[src/rtl/rscb_pkg.sv]
`timescale 1ns / 1ps
// ----------------------------------------------------------------------------
// rscb_pkg: shared types and constants of the rectangle stamp collision buffer
// pixel buffer geometry, request and result layouts, walk bounds, clamps
// ----------------------------------------------------------------------------
package rscb_pkg;

  // buffer geometry
  localparam int MAX_COLUMNS = 256;
  localparam int MAX_ROWS    = 64;
  localparam int ID_BITS     = 8;

  // address fields: row above column, columns padded to a power of two
  localparam int COL_BITS  = (MAX_COLUMNS > 1) ? $clog2(MAX_COLUMNS) : 1;
  localparam int ROW_BITS  = (MAX_ROWS > 1) ? $clog2(MAX_ROWS) : 1;
  localparam int ADDR_W    = COL_BITS + ROW_BITS;
  localparam int RAM_DEPTH = MAX_ROWS * (1 << COL_BITS);

  // coordinate counters hold values up to and including the dimension
  localparam int X_W = $clog2(MAX_COLUMNS + 1);
  localparam int Y_W = $clog2(MAX_ROWS + 1);

  // widths for position plus extent sums
  localparam int XS_W = (X_W > 10) ? X_W : 10;
  localparam int YS_W = (Y_W > 8) ? Y_W : 8;

  // request kinds
  localparam logic [1:0] KIND_CLEAR = 2'd0;
  localparam logic [1:0] KIND_STAMP = 2'd1;
  localparam logic [1:0] KIND_READ  = 2'd2;

  // configuration register indexes
  localparam logic CFG_IDX_WIDTH  = 1'b0;
  localparam logic CFG_IDX_HEIGHT = 1'b1;

  localparam logic [8:0] CFG_WIDTH_RESET  = 9'd256;
  localparam logic [6:0] CFG_HEIGHT_RESET = 7'd64;

  typedef struct packed {
    logic [1:0] kind;
    logic [7:0] pos_x;
    logic [5:0] pos_y;
    logic [8:0] rect_width;
    logic [6:0] rect_height;
    logic [7:0] object_id;
  } request_t;

  typedef struct packed {
    logic       collided;
    logic [7:0] found_id;
  } result_t;

  // rectangle walked by the step unit: x runs x_lo .. x_end-1, y up to y_end-1
  typedef struct packed {
    logic [X_W-1:0] x_lo;
    logic [X_W-1:0] x_end;
    logic [Y_W-1:0] y_end;
  } walk_bounds_t;

  typedef struct packed {
    logic [X_W-1:0] x_next;
    logic [Y_W-1:0] y_next;
    logic           last;
  } step_t;

  function automatic logic [X_W-1:0] clamp_cols(input logic [8:0] v);
    logic [X_W-1:0] r;
    if (v == 9'd0) begin
      r = X_W'(1);
    end else if (int'(v) > MAX_COLUMNS) begin
      r = X_W'(MAX_COLUMNS);
    end else begin
      r = X_W'(v);
    end
    return r;
  endfunction

  function automatic logic [Y_W-1:0] clamp_rows(input logic [6:0] v);
    logic [Y_W-1:0] r;
    if (v == 7'd0) begin
      r = Y_W'(1);
    end else if (int'(v) > MAX_ROWS) begin
      r = Y_W'(MAX_ROWS);
    end else begin
      r = Y_W'(v);
    end
    return r;
  endfunction

endpackage

[src/rtl/rscb_step.sv]
`timescale 1ns / 1ps
// ----------------------------------------------------------------------------
// rscb_step: shared raster step unit
// advances a pixel coordinate left to right, row by row, flags the last pixel
// ----------------------------------------------------------------------------
module rscb_step (
  input  logic [rscb_pkg::X_W-1:0] x,
  input  logic [rscb_pkg::Y_W-1:0] y,
  input  rscb_pkg::walk_bounds_t   bounds,
  output rscb_pkg::step_t          step
);

  logic [rscb_pkg::X_W-1:0] x_inc;
  logic [rscb_pkg::Y_W-1:0] y_inc;
  logic                     row_end;

  assign x_inc   = rscb_pkg::X_W'(x + 1'b1);
  assign y_inc   = rscb_pkg::Y_W'(y + 1'b1);
  assign row_end = (x_inc == bounds.x_end);

  assign step.x_next = row_end ? bounds.x_lo : x_inc;
  assign step.y_next = row_end ? y_inc : y;
  assign step.last   = row_end && (y_inc == bounds.y_end);

endmodule

[config.mk]
export PLATFORM = sky130hd
export DESIGN_NAME = rscb_step
export DESIGN_NICKNAME = d
export VERILOG_FILES = /design/src/rtl/rscb_pkg.sv /design/src/rtl/rscb_step.sv
export SDC_FILE = /design/constraint.sdc
export NUM_CORES = 1
export LEC_CHECK = 0
export ABC_AREA = 0
export BUFFER_PORTS_ARGS = -buffer_cell sky130_fd_sc_hd__buf_2
export CELL_PAD_IN_SITES_DETAIL_PLACEMENT = 1
export CELL_PAD_IN_SITES_GLOBAL_PLACEMENT = 1
export CORE_MARGIN = 2
export CORE_UTILIZATION = 33
export DETAILED_ROUTE_END_ITERATION = 6
export PLACE_DENSITY_LB_ADDON = 0.08
export SYNTH_ARGS = -nofsm -noshare
export SYNTH_HDL_FRONTEND = slang
export SYNTH_SLANG_ARGS = --single-unit
[constraint.sdc]
create_clock -name vclk -period 6.4
set_clock_uncertainty 0.2 [all_clocks]
set_input_delay 0.64 -clock vclk [all_inputs]
set_output_delay 0.64 -clock vclk [all_outputs]
set_load 0.01 [all_outputs]
### Yosys cells after proc, flatten, opt, wreduce, memory -nomap -nowiden

Cells that the tools add are included.

* register bits after elaboration: 0
* input port bits: 41
* output and inout port bits: 17
* word-level logic and storage cells: 7

* add/sub/neg operators: 2
* equal/unequal tests: 2
* muxes and demuxes: 2
* reductions and logical operators: 1

Operators with widths (count)
* adder 9 x 1 -> 9 bit, second input constant: 1
* equality test 9 bit: 1
* two-way mux 9 bit: 1
* adder 7 x 1 -> 7 bit, second input constant: 1
* equality test 7 bit: 1
* two-way mux 7 bit: 1
* logical AND 1 bit: 1

### Logic depth before layout (Yosys ltp)

Gate-level depths: netlist of the first run.

* depth in word-level cells: 3
* depth in mapped cells: 8
* gate-level depth less buffers: 7

### Worst setup path before layout of the first run

OpenSTA, ideal clock, no wires.

* kind: input -> output
* start: input x[0] (netlist bit)
* end: output step[0] (netlist bit)
* data arrival time: 2457 ps
* required time: 5560 ps
* path slack: 3103 ps
* stages: 8
* path buffers: 1
* path through: ha_1 > xor2_1 > a211oi_1 > o211ai_1 > nor4b_4 > nand3b_2 > buf_6 > nor4_4

RTL lines
* start: declaration: line rscb_step.sv:7 `input logic [rscb_pkg::X_W-1:0] x,`
* end: declaration: line rscb_step.sv:10 `output rscb_pkg::step_t step`

==> results of run 1 <==
==> report_power, final <==
group	switching [W]	internal (W)	leakage, nW	total, W
clock network	0	0	0	0
logic	0.0000385	0.0000398	0.563	0.0000783
registers	0	0	0	0
total	0.0000385	0.0000398	0.563	0.0000783
==> metrics by stage <==
step / power, W / hold slack [ns]
6_report: 0.0000783 / 1.39
3_3_place_gp: 0.0000774 / 1.38
5_1_grt: 0.0000858 / 1.40
4_1_cts: 0.0000796 / 1.39
3_5_place_dp: 0.0000792 / 1.38
2_1_floorplan: 0.0000490 / 1.17
==> Yosys cell counts (2+ instances only) <==
| master | n |
|---|---|
| xnor2_1 | 22 |
| xor2_1 | 10 |
| nand3_1 | 9 |
| mux2_4 | 7 |
| nand2_1 | 6 |
| nor2_1 | 6 |
| inv_1 | 5 |
| nand4b_1 | 3 |
| a21oi_1 | 2 |
| a31oi_1 | 2 |
| buf_4 | 2 |
| ha_1 | 2 |
==> final timing paths <==
kind | to | start | cells past startpoint | slack (ns)
setup / recovery | step[9] | x[0] | 9 | 2.44
hold / removal | step[7] | y[6] | 3 | 1.39
==> critical path, delay by kind of cell <==
family	cells	cell delay, ns
xor+xnor	1	0.20
fa+ha+maj	1	0.27
compound gates	2	0.42
buf+inv	2	0.28
mux	1	0.42
simple gates	2	0.89
==> kinds of logic after synthesis <==
kind of cell	synth area share, %
and+or+nand+nor	31.1
xor gates and xnor gates	34.8
AOI/OAI and AO/OA	11.9
muxes	14.3
buffers and inverters	5.11
adders and majority gates	2.84
==> area by class of cell <==
| type | count | area, sq um | share of cell area, % |
|---|---|---|---|
| timing repair buffer | 58 | 290 | 24.5 |
| multi-input combinational | 93 | 837 | 70.7 |
| tap | 30 | 37.5 | 3.17 |
| inverter | 5 | 18.8 | 1.59 |
==> metal layers <==
metal | global-route usage, % | vias to the layer above
met2 | 27.7 | 29
met4 | 0 | 0
met1 | 19.2 | 431
met5 | 0 | -
met3 | 1.16 | 0
li1 | - | 471
==> impl_metrics.csv, run 1 <==
group,metric,value,unit
place,numPortBuffers,58,
place,gp_congestion,0.737,
final_layout,antenna_cells,0,
yosys,syn_area,882,sq um
floorplanning,rows,18,
pwr,p_leak,0.563,nW
global_routing,grt_usage,14.7,%
route,route.detailed.drc,0,
route,wl_met2,1.19,mm
route,maxUsedRoutingLayer,"met3",
final_layout,regArea,0,sq um
pwr,power_density,66.2,mW/mm^2
timing,drv_slew,0,
final_layout,final_cells,186,
flow_run,maxCapViolCount,0,
global_routing,grt_pass1_vias,863,
final_layout,final_cell_mix,"58 x buf_2, 22 x xnor2_1, 10 x xor2_1",
run_status,status,"completed",
floorplanning,die_h,55.7,um
final_layout,clock_buffers,0,
yosys,ys_types,37,
route,wl_met3,147,um
final_layout,fill_cells,338,
route,ant_nets,0,
clock_tree,hold_buffers,0,
clock_tree,cts_setup_buffers,0,
route,first_pass_iters,4,
critical_path,slowest_stage,"nand3b_2",
route,wire_per_inst,12.5,um
final_layout,drive_gt1_share,48.7,%
final_layout,mostFrequentLayoutCell,"buf_2",
critical_path,path_common_cell,"buf_2",
clock_tree,cts_resized,0,
timing,period_minus_slack,3.96,ns
place,dpl_cell_area,0.00118,sq mm
timing,fmax,253,MHz
critical_path,arrival,3.12,ns
critical_path,crit_required,5.56,ns
route,drtIter0Drc,19,
route,wirelength_met1,976,um
worst_hold_path,hold_path.class,"input port to primary output",
global_routing,antenna_found_initial,0,
floorplanning,ios,58,
global_routing,grt_pass1_wl,3.89,mm
yosys,yosys_warnings,0,
critical_path,cp-end-kind,"primary output",
route,vias_per_cell,5.01,
final_layout,layout.nets,201,
floorplanning,start_util,35.3,%
pwr,peakVddDrop,0.0359,mV
floorplanning,die_area,0.00310,sq mm
critical_path,crit_chain,"buf_2 > ha_1 > xor2_1 > a211oi_1 > o211ai_1 > nor4b_4 > nand3b_2 > mux2_4 > buf_2",
timing,final.setup.tns,0,ns
route,num_vias,931,
critical_path,max_stage_delay,0.45,ns
timing,fin_ws,2.44,ns
global_routing,grt_max_degree,12,
timing,worst_pin_slew,0.503,ns
final_layout,syn_to_final_growth,34.2,%
critical_path,crit_type,"input port to primary output",
route,wirelength,2.32,mm
place,place_hpwl,2.08,mm
yosys,synth_top_cell_by_area,"xnor2_1",
timing,slew_headroom,66.5,%
timing,hold_viol_final,0,
final_layout,utilization,47.3,%
floorplanning,core-area,0.00250,sq mm
yosys,yosys-top-cells-area,"xnor2_1 22%, mux2_4 12%, xor2_1 9.9%",
yosys,syn_nets,144,
yosys,syn-instance-count,101,
global_routing,gr-total-overflow,0,
yosys,avgSynthCellArea,8.73,sq um
timing,rsz0062_at_grt,"false",
final_layout,design.seq.count,0,
timing,setup_viol,0,
place,dpl_worst_slack,2.42,ns
yosys,synth_top_area_share,21.8,%
place,dp.cells,186,
floorplanning,die_x,55.7,um
timing,min_period_over_period,61.9,%
yosys,seq_area_frac_synth,0,%
critical_path,crit_fanout,11,
critical_path,cp-start-kind,"input port",
final_layout,final_area,0.00118,sq mm
(Power assumes the default switching activity.)
==> run 2, diff against run 1 <==
CORE_UTILIZATION = 31   (was 33)
clock period = 3.7 ns   (was 6.4 ns; I/O delays follow)
==> impl_metrics.csv, run 2 (synthesized netlist as in run 1, its figures left out) <==
group,metric,value,unit
final_layout,syn_to_final_growth,36.0,%
place,place_hpwl,2.18,mm
pwr,peakVddDrop,0.0566,mV
final_layout,mostFrequentLayoutCell,"buf_2",
final_layout,utilization,43.9,%
route,ant_nets,0,
critical_path,crit_path_start,"x[0]",
critical_path,crit_buf_inv,2,
pwr,fin_total_pwr,0.000138,W
route,wirelength,2.49,mm
timing,drv_slew,0,
critical_path,cp-start-kind,"input port",
final_layout,regArea,0,sq um
global_routing,antenna_found_initial,0,
floorplanning,die_area,0.00329,sq mm
critical_path,arrival,2.64,ns
global_routing,grt_pass1_vias,976,
critical_path,slowest_stage,"mux2_4",
global_routing,gr-total-overflow,0,
final_layout,final_cell_mix,"58 x buf_2, 22 x xnor2_1, 10 x xor2_1",
global_routing,grt_max_degree,12,
critical_path,max_stage_delay,0.42,ns
floorplanning,ios,58,
route,drtIter0Drc,7,
final_layout,clock_buffers,0,
pwr,p_leak,0.574,nW
flow_run,maxCapViolCount,0,
route,first_pass_iters,2,
critical_path,crit_required,3.13,ns
critical_path,crit_fanout,11,
critical_path,crit_end,"step[9]",
timing,final.setup.tns,0,ns
critical_path,path_depth,9,
route,num_vias,941,
clock_tree,cts_resized,0,
timing,fin_ws,0.491,ns
critical_path,path_common_cell,"buf_2",
timing,fmax,312,MHz
final_layout,layout.nets,203,
floorplanning,die_x,57.3,um
timing,hold_ws,0.836,ns
timing,worst_pin_slew,0.494,ns
run_status,status,"completed",
final_layout,fill_cells,363,
timing,slew_headroom,67.0,%
final_layout,design.seq.count,0,
final_layout,multiInputGateArea,837,sq um
timing,setup_viol,0,
global_routing,grt_usage,15.0,%
floorplanning,start_util,32.3,%
route,route.detailed.drc,0,
final_layout,drive_gt1_share,49.4,%
timing,hold_viol_final,0,
route,vias_per_cell,4.98,
critical_path,cp-end-kind,"primary output",
critical_path,crit_type,"input port to primary output",
floorplanning,die_h,57.3,um
place,gp_congestion,0.742,
floorplanning,rows,19,
clock_tree,hold_buffers,0,
route,wire_per_inst,13.2,um
timing,period_minus_slack,3.21,ns
critical_path,crit_chain,"buf_2 > ha_1 > xor2_1 > a211oi_1 > o211ai_1 > nor4b_4 > nand3b_2 > mux2_4 > buf_2",
place,dpl_worst_slack,0.449,ns
timing,rsz0062_at_grt,"false",
final_layout,antenna_cells,0,
floorplanning,core-area,0.00273,sq mm
clock_tree,cts_setup_buffers,0,
pwr,power_density,115,mW/mm^2
timing,min_period_over_period,86.7,%
worst_hold_path,hold_path.class,"input port to primary output",
global_routing,grt_pass1_wl,4.13,mm
critical_path,cp_top_family,"simple AND/OR/NAND/NOR gates",
place,numPortBuffers,58,
-- run 2: cell types whose count changed in the layout (fill, tap and decap cells not counted) --
cell / previous run / this run
buf_4: 0 / 2
-- run 2: layout make-up --
type	count	area share, %
inverter	5	1.56
timing repair buffer	60	25.4
multi-input combinational	93	69.8
tap	31	3.23
-- run 2: power breakdown --
group	internal [W]	leakage, nW	switching, W
sequential	0	0	0
clock	0	0	0
combinational	0.0000705	0.574	0.0000679
-- run 2: per-stage QoR --
stage                     instances  cell area (sq um)
after CTS                       189               1200
final                           189               1200
after floorplan                 101                882
after global placement          189               1200
after global routing            189               1200
after detailed placement        189               1200
-- run 2: layer usage --
layer  global-route usage [%]  share of wire [%]
met1                     18.2                 41
met5                        0                  0
met3                    0.454                4.1
met2                     30.7                 55
met4                        0                  0
-- run 2: worst min-delay path: cells and delay by family --
family	cells	cell delay, ns
buf+inv	2	0.23
xor+xnor	1	0.06
-- run 2: how the worst min path moves through the flow --
stage	startpoint	endpoint	slack, ns	depth (start not counted)
after floorplan	y[0]	step[1]	0.63	1
after global placement	y[6]	step[7]	0.84	3
after detailed placement	y[6]	step[7]	0.84	3
after CTS	y[6]	step[7]	0.84	3
after global routing	bounds[18]	step[10]	0.86	3
final	y[6]	step[7]	0.84	3
==> run 3, diff against run 2 <==
CORE_ASPECT_RATIO = 1.1   (was not set)
==> impl_metrics.csv, run 3 (synthesized netlist as in run 1, its figures left out) <==
group,metric,value,unit
worst_hold_path,min_to,"step[7]",
clock_tree,cts_setup_buffers,0,
pwr,peakVddDrop,0.0521,mV
timing,drv_slew,0,
global_routing,grt_usage,16.5,%
route,route.detailed.drc,0,
timing,rsz0062_at_grt,"false",
pwr,comb_power_share,100.0,%
critical_path,cp-start-kind,"input port",
global_routing,antenna_found_initial,0,
run_status,status,"completed",
final_layout,syn_to_final_growth,36.3,%
flow_run,maxCapViolCount,0,
pwr,p_leak,0.574,nW
place,dp.cells,191,
timing,setup_viol,0,
timing,slew_headroom,67.4,%
place,dpl_worst_slack,0.395,ns
final_layout,final_cell_mix,"58 x buf_2, 22 x xnor2_1, 10 x xor2_1",
route,ant_nets,0,
global_routing,grt_max_degree,12,
global_routing,gr-total-overflow,0,
final_layout,final_area,0.00120,sq mm
final_layout,drive_gt1_share,49.4,%
critical_path,cp-end-kind,"primary output",
pwr,p_seq_share,0,%
final_layout,utilization,44.1,%
floorplanning,ios,58,
floorplanning,die_area,0.00329,sq mm
final_layout,antenna_cells,0,
final_layout,mostFrequentLayoutCell,"buf_2",
place,place_hpwl,2.22,mm
floorplanning,core-area,0.00273,sq mm
final_layout,regArea,0,sq um
critical_path,crit_required,3.13,ns
pwr,p_sw,0.0000685,W
final_layout,final_cells,191,
final_layout,clock_buffers,0,
place,gp_congestion,0.761,
worst_hold_path,holdCritStartpoint,"y[6]",
final_layout,design.seq.count,0,
timing,fmax,307,MHz
global_routing,grt_pass1_vias,934,
timing,min_period_over_period,88.0,%
floorplanning,start_util,32.3,%
critical_path,arrival,2.68,ns
critical_path,crit_fanout,11,
route,drtIter0Drc,0,
pwr,internal_power,0.0000705,W
worst_hold_path,min_path_cells,3,
route,num_vias,940,
floorplanning,die_x,54.9,um
clock_tree,cts_resized,0,
timing,fin_ws,0.446,ns
route,first_pass_iters,1,
timing,hold_viol_final,0,
critical_path,crit_type,"input port to primary output",
final_layout,layout.nets,203,
floorplanning,die_h,59.9,um
worst_hold_path,hold_path.class,"input port to primary output",
pwr,pwr-share-clk,0,%
route,vias_per_cell,4.92,
timing,period_minus_slack,3.25,ns
floorplanning,rows,20,
place,numPortBuffers,58,
route,wire_per_inst,13.2,um
timing,worst_pin_slew,0.488,ns
pwr,netSwitchingFraction,49.3,%
clock_tree,hold_buffers,0,
global_routing,grt_pass1_wl,4.15,mm
timing,final.setup.tns,0,ns
pwr,power_density,116,mW/mm^2
place,dpl_cell_area,0.00120,sq mm
route,wirelength,2.53,mm
[run 3: cell counts in the layout (fill, tap and decap cells not counted)]
No cell type changed its count.
[run 3: worst max-delay path by stage]
stage          depth (start not counted)  slack (ns)       end  start
4_1_cts                                9        0.38  step[11]   x[0]
3_3_place_gp                           9        0.51   step[9]   x[0]
3_5_place_dp                           9        0.39  step[11]   x[0]
6_report                               9        0.45  step[11]   x[0]
2_1_floorplan                          8        0.94   step[0]   x[0]
5_1_grt                                9        0.22   step[9]   x[0]
[run 3: critical path: stages]
cell      delay, ns
buf_2          0.14
ha_1           0.29
xor2_1         0.21
a211oi_1       0.28
o211ai_1       0.17
nor4b_4        0.28
nand3b_2       0.39
mux2_4         0.42
buf_2          0.14
[run 3: final cells by class]
type | instances | area, sq um
fillers | 363 | 1530
well taps | 33 | 41.3
repair buffers | 60 | 305
inverters | 5 | 18.8
multi-input cells | 93 | 837
[run 3: layer usage]
layer | up-vias | wire (um) | GRT usage, %
li1 | 474 | - | -
met1 | 445 | 928 | 17.4
met2 | 21 | 1530 | 35.5
met3 | 0 | 76 | 0.500
met4 | 0 | 0 | 0
met5 | - | 0 | 0
[run 3: power groups by stage]
stage          Clock, W  Sequential (W)  Combinational (W)
6_report              0               0           0.000139
5_1_grt               0               0           0.000153
4_1_cts               0               0           0.000142
3_5_place_dp          0               0           0.000141
3_3_place_gp          0               0           0.000137
2_1_floorplan         0               0          0.0000848
[run 3: through the flow]
stage                     power (W)  hold slack [ns]
after floorplan           0.0000848            0.628
after global placement     0.000137            0.834
after detailed placement   0.000141            0.843
after CTS                  0.000142            0.849
after global routing       0.000153            0.861
final                      0.000139            0.844
